===== src/hw/rtl/crg_pkg.sv =====
// Shared types, codes and safe-value arithmetic for the clock request guard.
package crg_pkg;

    localparam int CoreW  = 13;
    localparam int MemW   = 14;
    localparam int VoltW  = 12;
    localparam int TempW  = 8;
    localparam int PowerW = 10;
    localparam int CountW = 16;
    localparam int StatW  = 3;
    localparam int CfgIdxW  = 3;
    localparam int CfgDataW = 14;

    // opcodes
    localparam logic OP_REQUEST = 1'b0;
    localparam logic OP_TICK    = 1'b1;

    // status codes
    localparam logic [StatW-1:0] ST_OK      = 3'd0;
    localparam logic [StatW-1:0] ST_CORE    = 3'd1;
    localparam logic [StatW-1:0] ST_MEM     = 3'd2;
    localparam logic [StatW-1:0] ST_VOLT    = 3'd3;
    localparam logic [StatW-1:0] ST_HOT     = 3'd4;
    localparam logic [StatW-1:0] ST_LOW_V   = 3'd5;
    localparam logic [StatW-1:0] ST_STEP    = 3'd6;

    // register indexes
    localparam logic [CfgIdxW-1:0] CFG_CORE_LIMIT  = 3'd0;
    localparam logic [CfgIdxW-1:0] CFG_MEM_LIMIT   = 3'd1;
    localparam logic [CfgIdxW-1:0] CFG_VOLT_LIMIT  = 3'd2;
    localparam logic [CfgIdxW-1:0] CFG_TEMP_LIMIT  = 3'd3;
    localparam logic [CfgIdxW-1:0] CFG_POWER_LIMIT = 3'd4;

    localparam int CoreLimitRst  = 2000;
    localparam int MemLimitRst   = 8000;
    localparam int VoltLimitRst  = 1100;
    localparam int TempLimitRst  = 85;
    localparam int PowerLimitRst = 250;

    localparam logic [CoreW-1:0]  CORE_LIMIT_RST  = CoreW'(CoreLimitRst);
    localparam logic [MemW-1:0]   MEM_LIMIT_RST   = MemW'(MemLimitRst);
    localparam logic [VoltW-1:0]  VOLT_LIMIT_RST  = VoltW'(VoltLimitRst);
    localparam logic [TempW-1:0]  TEMP_LIMIT_RST  = TempW'(TempLimitRst);
    localparam logic [PowerW-1:0] POWER_LIMIT_RST = PowerW'(PowerLimitRst);

    localparam logic [CoreW-1:0] SAFE_CORE_RST = CoreW'(CoreLimitRst * 80 / 100);
    localparam logic [MemW-1:0]  SAFE_MEM_RST  = MemW'(MemLimitRst * 90 / 100);
    localparam logic [VoltW-1:0] SAFE_VOLT_RST = VoltW'(VoltLimitRst * 90 / 100);

    localparam logic [CoreW-1:0]  LOW_V_CORE  = 13'd1500;
    localparam logic [VoltW-1:0]  LOW_V_VOLT  = 12'd1000;
    localparam logic [CountW-1:0] COUNT_MAX   = 16'hFFFF;
    localparam logic [CountW-1:0] FALLBACK_AT = 16'd3;

    typedef struct packed {
        logic              opcode;
        logic [CoreW-1:0]  core;
        logic [MemW-1:0]   mem;
        logic [VoltW-1:0]  volt;
        logic [TempW-1:0]  temp;
        logic [PowerW-1:0] power;
    } item_t;

    typedef struct packed {
        logic [CoreW-1:0]  core;
        logic [MemW-1:0]   mem;
        logic [VoltW-1:0]  volt;
        logic [TempW-1:0]  temp;
        logic [PowerW-1:0] power;
        logic [CountW-1:0] rejections;
    } state_t;

    typedef struct packed {
        logic [CoreW-1:0]  core;
        logic [MemW-1:0]   mem;
        logic [VoltW-1:0]  volt;
        logic [TempW-1:0]  temp;
        logic [PowerW-1:0] power;
        logic [CoreW-1:0]  safe_core;
        logic [MemW-1:0]   safe_mem;
        logic [VoltW-1:0]  safe_volt;
    } limits_t;

    typedef struct packed {
        logic [StatW-1:0] status;
        logic             fallback;
        state_t           next;
    } verdict_t;

    // floor(n/10) for n < 2^18: reciprocal 2^22/10 rounded up, error 6 keeps it exact
    function automatic logic [14:0] div10(input logic [17:0] n);
        logic [36:0] prod;
        prod = {19'd0, n} * 37'd419431;
        return prod[36:22];
    endfunction

    // floor(n/5) for n < 2^15: reciprocal 2^18/5 rounded up, error 1
    function automatic logic [13:0] div5(input logic [14:0] n);
        logic [31:0] prod;
        prod = {17'd0, n} * 32'd52429;
        return prod[31:18];
    endfunction

    function automatic logic [CoreW-1:0] safe_core(input logic [CoreW-1:0] lim);
        logic [13:0] q;
        q = div5({lim, 2'b00});
        return q[CoreW-1:0];
    endfunction

    function automatic logic [MemW-1:0] safe_mem(input logic [MemW-1:0] lim);
        logic [14:0] q;
        q = div10({4'd0, lim} * 18'd9);
        return q[MemW-1:0];
    endfunction

    function automatic logic [VoltW-1:0] safe_volt(input logic [VoltW-1:0] lim);
        logic [14:0] q;
        q = div10({6'd0, lim} * 18'd9);
        return q[VoltW-1:0];
    endfunction

endpackage


===== src/hw/rtl/clock_request_guard_core.sv =====
// Top level of the clock request guard: input register, state, result register.
//
//  channel  | handshake            | payload
//  ---------+----------------------+-----------------------------------------------
//  in       | in_valid / in_stall  | opcode core_mhz memory_clock voltage
//           |                      | temperature power
//  out      | out_valid/ out_stall | status fallback_applied core_setting
//           |                      | memory_setting voltage_setting rejected_count
//  cfg      | cfg_write            | cfg_index cfg_data
//
// A beat passes the input register, then the result register; one beat per cycle sustained while out_stall is low.
// The settings state updates as a beat moves from the input to the result register,
// so the following beat sees it at once.
// Reset clears the settings state and valid flags and loads the default limits; no clearing pass.
// A stalled result holds; the input register keeps taking a beat while it is free.
module clock_request_guard_core (
    input  logic                          clk,
    input  logic                          rst_n,
    input  logic                          cfg_write,
    input  logic [crg_pkg::CfgIdxW-1:0]   cfg_index,
    input  logic [crg_pkg::CfgDataW-1:0]  cfg_data,
    input  logic                          in_valid,
    output logic                          in_stall,
    input  logic                          opcode,
    input  logic [crg_pkg::CoreW-1:0]     core_mhz,
    input  logic [crg_pkg::MemW-1:0]      memory_clock,
    input  logic [crg_pkg::VoltW-1:0]     voltage,
    input  logic [crg_pkg::TempW-1:0]     temperature,
    input  logic [crg_pkg::PowerW-1:0]    power,
    output logic                          out_valid,
    input  logic                          out_stall,
    output logic [crg_pkg::StatW-1:0]     status,
    output logic                          fallback_applied,
    output logic [crg_pkg::CoreW-1:0]     core_setting,
    output logic [crg_pkg::MemW-1:0]      memory_setting,
    output logic [crg_pkg::VoltW-1:0]     voltage_setting,
    output logic [crg_pkg::CountW-1:0]    rejected_count
);

    crg_pkg::limits_t  limits;
    crg_pkg::verdict_t verdict;
    crg_pkg::item_t    item_reg;
    crg_pkg::state_t   state_reg;
    crg_pkg::verdict_t result_reg;

    logic in_valid_reg;
    logic in_valid_next;
    logic out_valid_reg;
    logic out_valid_next;
    logic advance;
    logic process;
    logic take_in;

    crg_config u_config (
        .clk       (clk),
        .rst_n     (rst_n),
        .cfg_write (cfg_write),
        .cfg_index (cfg_index),
        .cfg_data  (cfg_data),
        .limits    (limits)
    );

    crg_judge u_judge (
        .item    (item_reg),
        .state   (state_reg),
        .limits  (limits),
        .verdict (verdict)
    );

    assign advance  = !out_valid_reg || !out_stall;
    assign process  = in_valid_reg && advance;
    assign in_stall = in_valid_reg && !advance;
    assign take_in  = in_valid && !in_stall;

    always_comb
    begin
        in_valid_next = in_valid_reg;
        if (take_in)
            in_valid_next = 1'b1;
        else if (process)
            in_valid_next = 1'b0;

        out_valid_next = out_valid_reg;
        if (process)
            out_valid_next = 1'b1;
        else if (!out_stall)
            out_valid_next = 1'b0;
    end

    always_ff @(posedge clk or negedge rst_n)
    begin
        if (!rst_n)
        begin
            in_valid_reg  <= 1'b0;
            out_valid_reg <= 1'b0;
            state_reg     <= '0;
        end
        else
        begin
            in_valid_reg  <= in_valid_next;
            out_valid_reg <= out_valid_next;
            if (process)
                state_reg <= verdict.next;
        end
    end

    always_ff @(posedge clk)
    begin
        if (take_in)
        begin
            item_reg.opcode <= opcode;
            item_reg.core   <= core_mhz;
            item_reg.mem    <= memory_clock;
            item_reg.volt   <= voltage;
            item_reg.temp   <= temperature;
            item_reg.power  <= power;
        end
        if (process)
            result_reg <= verdict;
    end

    assign out_valid        = out_valid_reg;
    assign status           = result_reg.status;
    assign fallback_applied = result_reg.fallback;
    assign core_setting     = result_reg.next.core;
    assign memory_setting   = result_reg.next.mem;
    assign voltage_setting  = result_reg.next.volt;
    assign rejected_count   = result_reg.next.rejections;

    // rejection counter saturates, never wraps back
    a_count_monotonic: assert property (@(posedge clk) disable iff (!rst_n)
        state_reg.rejections >= $past(state_reg.rejections))
        else $error("rejection counter went backwards");

    // once past the attempt threshold every rejection must fall back
    a_reject_fallback: assert property (@(posedge clk) disable iff (!rst_n)
        process && verdict.status != crg_pkg::ST_OK
            && verdict.next.rejections > crg_pkg::FALLBACK_AT |=> result_reg.fallback)
        else $error("rejection past threshold without fallback");

    // a held result must not be overwritten by a beat in the input register
    a_hold_blocks: assert property (@(posedge clk) disable iff (!rst_n)
        out_valid_reg && out_stall |=> out_valid_reg && $stable(result_reg))
        else $error("stalled result overwritten");

    // state only moves when a beat passes into the result register
    a_state_moves: assert property (@(posedge clk) disable iff (!rst_n)
        !process |=> $stable(state_reg))
        else $error("state changed without a beat");

endmodule


===== src/hw/rtl/crg_config.sv =====
// Limit registers and the safe settings derived from them at write time.
module crg_config (
    input  logic                          clk,
    input  logic                          rst_n,
    input  logic                          cfg_write,
    input  logic [crg_pkg::CfgIdxW-1:0]   cfg_index,
    input  logic [crg_pkg::CfgDataW-1:0]  cfg_data,
    output crg_pkg::limits_t              limits
);

    crg_pkg::limits_t lim_reg;
    crg_pkg::limits_t lim_next;

    always_comb
    begin
        lim_next = lim_reg;
        if (cfg_write)
        begin
            unique case (cfg_index)
                crg_pkg::CFG_CORE_LIMIT:
                begin
                    lim_next.core      = cfg_data[crg_pkg::CoreW-1:0];
                    lim_next.safe_core = crg_pkg::safe_core(cfg_data[crg_pkg::CoreW-1:0]);
                end
                crg_pkg::CFG_MEM_LIMIT:
                begin
                    lim_next.mem      = cfg_data[crg_pkg::MemW-1:0];
                    lim_next.safe_mem = crg_pkg::safe_mem(cfg_data[crg_pkg::MemW-1:0]);
                end
                crg_pkg::CFG_VOLT_LIMIT:
                begin
                    lim_next.volt      = cfg_data[crg_pkg::VoltW-1:0];
                    lim_next.safe_volt = crg_pkg::safe_volt(cfg_data[crg_pkg::VoltW-1:0]);
                end
                crg_pkg::CFG_TEMP_LIMIT:  lim_next.temp  = cfg_data[crg_pkg::TempW-1:0];
                crg_pkg::CFG_POWER_LIMIT: lim_next.power = cfg_data[crg_pkg::PowerW-1:0];
                default: ;
            endcase
        end
    end

    always_ff @(posedge clk or negedge rst_n)
    begin
        if (!rst_n)
        begin
            lim_reg.core      <= crg_pkg::CORE_LIMIT_RST;
            lim_reg.mem       <= crg_pkg::MEM_LIMIT_RST;
            lim_reg.volt      <= crg_pkg::VOLT_LIMIT_RST;
            lim_reg.temp      <= crg_pkg::TEMP_LIMIT_RST;
            lim_reg.power     <= crg_pkg::POWER_LIMIT_RST;
            lim_reg.safe_core <= crg_pkg::SAFE_CORE_RST;
            lim_reg.safe_mem  <= crg_pkg::SAFE_MEM_RST;
            lim_reg.safe_volt <= crg_pkg::SAFE_VOLT_RST;
        end
        else
        begin
            lim_reg <= lim_next;
        end
    end

    assign limits = lim_reg;

endmodule


===== src/hw/rtl/crg_judge.sv =====
// Single-pass check chain, counter update and fallback selection for one item.
module crg_judge (
    input  crg_pkg::item_t    item,
    input  crg_pkg::state_t   state,
    input  crg_pkg::limits_t  limits,
    output crg_pkg::verdict_t verdict
);

    // threshold checks scaled up so no division is needed:
    // t > floor(9L/10) <=> 10t > 9L, c > floor(11n/10) <=> 10c > 11n
    logic [16:0] core_x10;
    logic [16:0] now_x11;
    logic [11:0] temp_x10;
    logic [11:0] lim_x9;
    logic [crg_pkg::StatW-1:0]  status;
    logic                       fallback;
    logic                       force_safe;
    crg_pkg::state_t            next;

    assign core_x10 = {4'd0, item.core} * 17'd10;
    assign now_x11  = {4'd0, state.core} * 17'd11;
    assign temp_x10 = {4'd0, state.temp} * 12'd10;
    assign lim_x9   = {4'd0, limits.temp} * 12'd9;

    always_comb
    begin
        status     = crg_pkg::ST_OK;
        force_safe = 1'b0;
        next       = state;
        if (item.opcode == crg_pkg::OP_REQUEST)
        begin
            if (item.core > limits.core)
                status = crg_pkg::ST_CORE;
            else if (item.mem > limits.mem)
                status = crg_pkg::ST_MEM;
            else if (item.volt > limits.volt)
                status = crg_pkg::ST_VOLT;
            else if (temp_x10 > lim_x9)
                status = crg_pkg::ST_HOT;
            else if (item.core > crg_pkg::LOW_V_CORE && item.volt < crg_pkg::LOW_V_VOLT)
                status = crg_pkg::ST_LOW_V;
            else if (state.core != '0 && core_x10 > now_x11)
                status = crg_pkg::ST_STEP;

            if (status != crg_pkg::ST_OK)
            begin
                if (state.rejections != crg_pkg::COUNT_MAX)
                    next.rejections = state.rejections + 16'd1;
                force_safe = next.rejections > crg_pkg::FALLBACK_AT;
            end
            else
            begin
                next.core = item.core;
                next.mem  = item.mem;
                next.volt = item.volt;
            end
        end
        else
        begin
            next.temp  = item.temp;
            next.power = item.power;
            force_safe = (item.temp > limits.temp) || (item.power > limits.power);
        end

        fallback = force_safe;
        if (force_safe)
        begin
            next.core = limits.safe_core;
            next.mem  = limits.safe_mem;
            next.volt = limits.safe_volt;
        end
    end

    assign verdict.status   = status;
    assign verdict.fallback = fallback;
    assign verdict.next     = next;

endmodule

===== config.mk =====
export PLATFORM = sky130hd
export DESIGN_NAME = clock_request_guard_core
export DESIGN_NICKNAME = d
export VERILOG_FILES = /design/src/hw/rtl/crg_pkg.sv /design/src/hw/rtl/clock_request_guard_core.sv /design/src/hw/rtl/crg_config.sv /design/src/hw/rtl/crg_judge.sv
export SDC_FILE = /design/constraint.sdc
export NUM_CORES = 1
export LEC_CHECK = 0
export BUFFER_PORTS_ARGS = -buffer_cell sky130_fd_sc_hd__buf_2
export CORE_MARGIN = 5
export CORE_UTILIZATION = 55
export DETAILED_ROUTE_END_ITERATION = 6
export HOLD_SLACK_MARGIN = 0.06
export PLACE_DENSITY_LB_ADDON = 0.12
export SLEW_MARGIN = 20
export SYNTH_ARGS = -nofsm -noshare
export SYNTH_HDL_FRONTEND = slang
export SYNTH_SLANG_ARGS = --single-unit

===== constraint.sdc =====
create_clock -name clk -period 9.7 [get_ports clk]
set_input_delay 0.485 -clock clk [delete_from_list [all_inputs] [get_ports clk]]
set_output_delay 0.485 -clock clk [all_outputs]
set_load 0.01 [all_outputs]

; ---- Word level (Yosys, flattened, before mapping)
; Cells that the tools add are included.
[totals]
regBits = 278
in_bits = 80
[op_classes]
addsub = 1
n_mul = 9
order_cmp = 10
eq_ne = 6
mux = 21
n_reduce_logical = 21
[op_table]
columns = op, n
row1 = 39-bit two-way mux, 3
row2 = 16-bit two-way mux, 5
row3 = "18-bit by 19-bit multiplier with 36-bit output, second input constant", 1
row4 = "16-bit by 19-bit multiplier with 34-bit output, second input constant", 1
row5 = "13-bit by 16-bit multiplier with 29-bit output, second input constant", 1
row6 = 12-bit greater-than comparator, 2
row7 = 3-bit two-way mux, 7
row8 = "14-bit by 4-bit multiplier with 18-bit output, second input constant", 1
row9 = 17-bit greater-than comparator, 1
row10 = "13-bit by 4-bit multiplier with 17-bit output, second input constant", 1
row11 = "16-bit by 1-bit adder with 16-bit output, second input constant", 1
row12 = "16-bit by 2-bit greater-than comparator with 1-bit output, second input constant", 1
row13 = "12-bit by 4-bit multiplier with 16-bit output, second input constant", 1
row14 = "13-bit by 3-bit multiplier with 16-bit output, second input constant", 1
row15 = "16-bit inequality test, second input constant", 1
row16 = 14-bit greater-than comparator, 1
row17 = "13-bit by 11-bit greater-than comparator with 1-bit output, second input constant", 1
row18 = 13-bit greater-than comparator, 1
row19 = 13-bit nonzero test, 1
row20 = "12-bit by 10-bit less-than comparator with 1-bit output, second input constant", 1
row21 = "8-bit by 4-bit multiplier with 12-bit output, second input constant", 1
row22 = 2-bit AND reduction, 6
row23 = "8-bit by 3-bit multiplier with 11-bit output, second input constant", 1
row24 = 10-bit greater-than comparator, 1
row25 = 12 further kinds, 26

; ---- Depth between registers and ports, before layout
[depth]
word_depth = 17
mapped_depth = 36
depth_no_buf = 36

; ---- Hierarchy
; From an unflattened synthesis, not the netlist that was laid out.
[unflattened]
hier_cells = 2728
area_unflattened_um2 = 28941.5
[modules_own_cells]
columns = module, instances, cells_each, area_per_inst_um2, seq_area_each_um2
row1 = crg_config, 1, 1613, 16091.7, 2453.6
row2 = clock_request_guard_core, 1, 279, 6628.9, 5390.2
row3 = crg_judge, 1, 836, 6221.0, 0.0

; ---- Least setup slack after synthesis
; Ideal clock, no wire load.
[synth_path]
path_type = in2reg
from = input port cfg_data[1] in the netlist's numbering
to = register u_config.lim_reg, in the netlist u_config.limits[25]
setup_time_ps = 128
arrival_ps = 8154
required_ps = 9572
setup_slack_ps = 1419
cell_stages = 36
path_buffers = 0
path_cell_list = ha_1 -> ha_1 -> inv_1 -> fa_1 -> nor2b_1 -> o21ai_0 -> a21boi_1 -> o21ai_0 -> a21boi_0 -> o21ai_1 -> a21oi_1 -> or4_1 -> and3_1 -> ha_1 -> inv_1 -> ha_1 -> or2_2 -> fa_1 -> inv_1 -> fa_1 -> fa_1 -> inv_1 -> fa_1 -> inv_1 -> fa_1 -> inv_1 -> ha_1 -> o21ai_0 -> o21ai_0 -> o211ai_1 -> a21oi_1 -> or2_2 -> a311o_1 -> a41oi_1 -> nand4b_1 -> nand3_1
[synth_via]
elab_chain_cells = 2
[synth_rtl]
columns = element, line
row1 = "start, declared", clock_request_guard_core.sv:21  ; input logic [crg_pkg::CfgDataW-1:0] cfg_data,
row2 = 14-bit by 4-bit multiplier with 18-bit output, crg_pkg.sv:112  ; q = div10({4'd0, lim} * 18'd9);
row3 = 18-bit by 19-bit multiplier with 36-bit output, crg_pkg.sv:93  ; prod = {19'd0, n} * 37'd419431;
row4 = "end signal, assigned", crg_config.sv:57  ; lim_reg <= lim_next;
row5 = "end, declared", crg_config.sv:11  ; crg_pkg::limits_t lim_reg;
; Every way passes these cells.
; A chain may end at the register's enable or synchronous reset.

; ---- Worst setup path in the final report
[layout_path]
from = input port cfg_data[1] in the netlist's numbering
to = register u_config.lim_reg, in the netlist u_config.limits[10]
[layout_via]
elab_chain_cells = 2
[layout_rtl]
columns = element, line
row1 = 12-bit by 4-bit multiplier with 16-bit output, crg_pkg.sv:118  ; q = div10({6'd0, lim} * 18'd9);
row2 = 16-bit by 19-bit multiplier with 34-bit output, crg_pkg.sv:93
; Every way passes these cells.

==> reports/qor.yml <==
grt:
  grt_pass1_wl_um: 114000
  antenna_found_initial: 0
  grt_overflow: 0
  met3_usage: 0.0217
  top_usage_layer: "met2"
  grtUsageTotal: 0.251
  grt_util_met2: 0.440
  grt_use_met1: 0.340
  grt_pass1_vias: 21000
  grt_max_degree: 92
placement:
  dpl.hpwl_um: 56100
  gp_congestion: 0.935
  io_buffers: 140
hold_path:
  min_path_type: "primary input to flip-flop"
setup_path:
  crit_top_cell: "fa_1"
  arrival_ps: 9090
  cpPeakStageDelay_ps: 550
  r2r_end: "memory_setting[4]"
  critPathCaptureType: "flip-flop"
  critPathBufInv: 6
  startpoint: "cfg_data[1]"
  reg2reg_slack_ps: 2690
  critical-path-top-delay-family: "adder cells"
  worst_ep_required_time_ps: 10140
  cp-start-kind: "primary input"
  crit_fanout: 4
  timing.rr.start: "state_reg[61]"
  reg2regPathDepth: 25
  slowest_stage: "fa_1"
  cp.depth: 34
  crit_path_end: "u_config.limits[10]"
  crit_type: "primary input to flip-flop"
synthesis:
  netlist_area_um2: 28200
  async_flop_share: 0.579
  postSynthCellCount: 2692
  syn-num-nets: 3512
  syn_area_per_cell_um2: 10.5
  synth-edff-count: 117
  synth_area_leaders: "ha_1 (22%), fa_1 (17%), edfxtp_1 (12%)"
  yosysTopAreaCellShare: 0.219
  yosysUniqueCellTypes: 77
  synth.largest_area_cell: "ha_1"
  ys_ff_latch: 278
  yosysWarnings: 0
  ys_seq_area_frac: 0.269
  ys.flop_type: "dfrtp_1"
final_layout:
  largest_reg_flops: 96
  syn_to_final_growth_pct: 9.27
  fill_cells: 4298
  final_common_cell: "inv_1"
  drive_gt1_frac: 0.135
  finalNetCount: 3660
  antennaDiodeCount: 0
  layout_common_cells: "inv_1 (558), ha_1 (494), fa_1 (246), buf_2 (139), nand2_1 (129)"
drt:
  vias: 19800
  viasPerCell: 5.58
  drc_errors: 0
  drt_iter0_drc: 965
  routed_wl_um: 69600
  wl_per_cell_um: 19.6
  drtPass1Iterations: 5
  drtAntennaViolNets: 0
outcome:
  status: "complete, no violations"
sta:
  tns_ps: 0
  hold_viol: 0
  min_period_ps: 8650
  rsz0062_at_grt: "false"
  clock.fmax_mhz: 116
  slew_viol_final: 0
  fin_crit_sh: 0.892
  fin_skew_ps: 11.9
  setup_viol: 0
  slew_headroom: 0.303
  tightest_slew_ps: 1040
clock_network:
  cts_sinks: 278
  clockBufferDepth: 3
  insertion_delay_ps: 570
  post-cts-setup-buffers: 0
  cts-root-buf: "clkbuf_16"
  cts_made_buffers: 29
  cts.clk_slew.worst_paths_ps: 60
  cts_tree: "built"
  htreeDepth: 1
floorplan:
  die_x_um: 236
  start_util: 0.552
  dieArea_um2: 55900
  rows: 83
  die_h_um: 236
  ios: 141
  core_region_area_um2: 51100
run:
  max_cap_viol_count: 0
cell usage after synthesis, types with 17 or more instances:
master,number
nand4_1,26
xnor2_1,74
fa_1,246
edfxtp_1,117
and3_1,24
mux2_2,63
a31oi_1,18
ha_1,494
o21ai_0,127
inv_1,559
a211oi_1,17
o221a_2,39
or3_1,45
buf_2,17
o21a_1,17
nand2_1,129
nor3_1,23
dfrtp_1,120
a21oi_1,65
a21o_1,33
clkbuf_1,38
nand3_1,41
nor2_1,65
mux2_1,42
dfstp_2,41
xor2_1,23
what timing repair did:
item / 4_1_cts / 5_1_grt
endpoints found under the hold margin: 60 / 0
resized for setup: 0 / 0
hold buffers: 13 / 0
setup endpoints to repair: 0 / 0
layout make-up:
class                   count  area (um^2)  area share
multi-input cells        1792        18300       0.592
flip-flops and latches    278         7590       0.246
inverters                 560         2100      0.0682
repair buffers            179         1030      0.0335
clock buffers              41          893      0.0290
well taps                 680          851      0.0276
clock inverters            13         93.8     0.00304
per-layer routing:
metal	vias up	part of all wire
li1	9428	-
met1	9814	0.44
met2	424	0.49
met3	94	0.037
met4	0	0.025
met5	-	0
logic make-up (layout without fill, tap and decap cells):
family                     after synthesis  after routing  share of synthesized area
xor gates and xnor gates                97             97                     0.0301
buffers and inverters                  622            793                     0.0846
DFF                                    278            278                      0.269
and+or+nand+nor                        433            433                     0.0784
muxes                                  109            109                     0.0433
adders and majority gates              740            740                      0.394
AOI/OAI and AO/OA                      413            413                      0.101
through the flow:
step / instance area, um^2 / utilization / hold WS [ps] / std cells / setup slack, ps
after floorplan: 28200 / - / 189 / 2692 / 1420
after global routing: 30800 / 0.603 / 63.6 / 3543 / 323
after CTS: 30800 / 0.603 / 60.3 / 3543 / 1030
after detailed placement: 29700 / 0.581 / 472 / 3476 / 436
after global placement: 29700 / 0.581 / 467 / 3476 / 550
final: 30800 / 0.603 / 87.9 / 3543 / 1050
how the worst min path moves through the flow:
stage                   startpoint             endpoint  cells after the start
6_report                  power[2]          item_reg[2]                      1
5_1_grt                 voltage[9]         item_reg[27]                      1
4_1_cts                voltage[10]         item_reg[28]                      1
3_5_place_dp   u_config.limits[74]  u_config.limits[74]                      2
3_3_place_gp   u_config.limits[71]  u_config.limits[71]                      2
2_1_floorplan                rst_n         in_valid_reg                      0
Power is left out: the tool's default activity adds up to more than one toggle a clock period on the data nets, which glitch-free logic cannot reach.
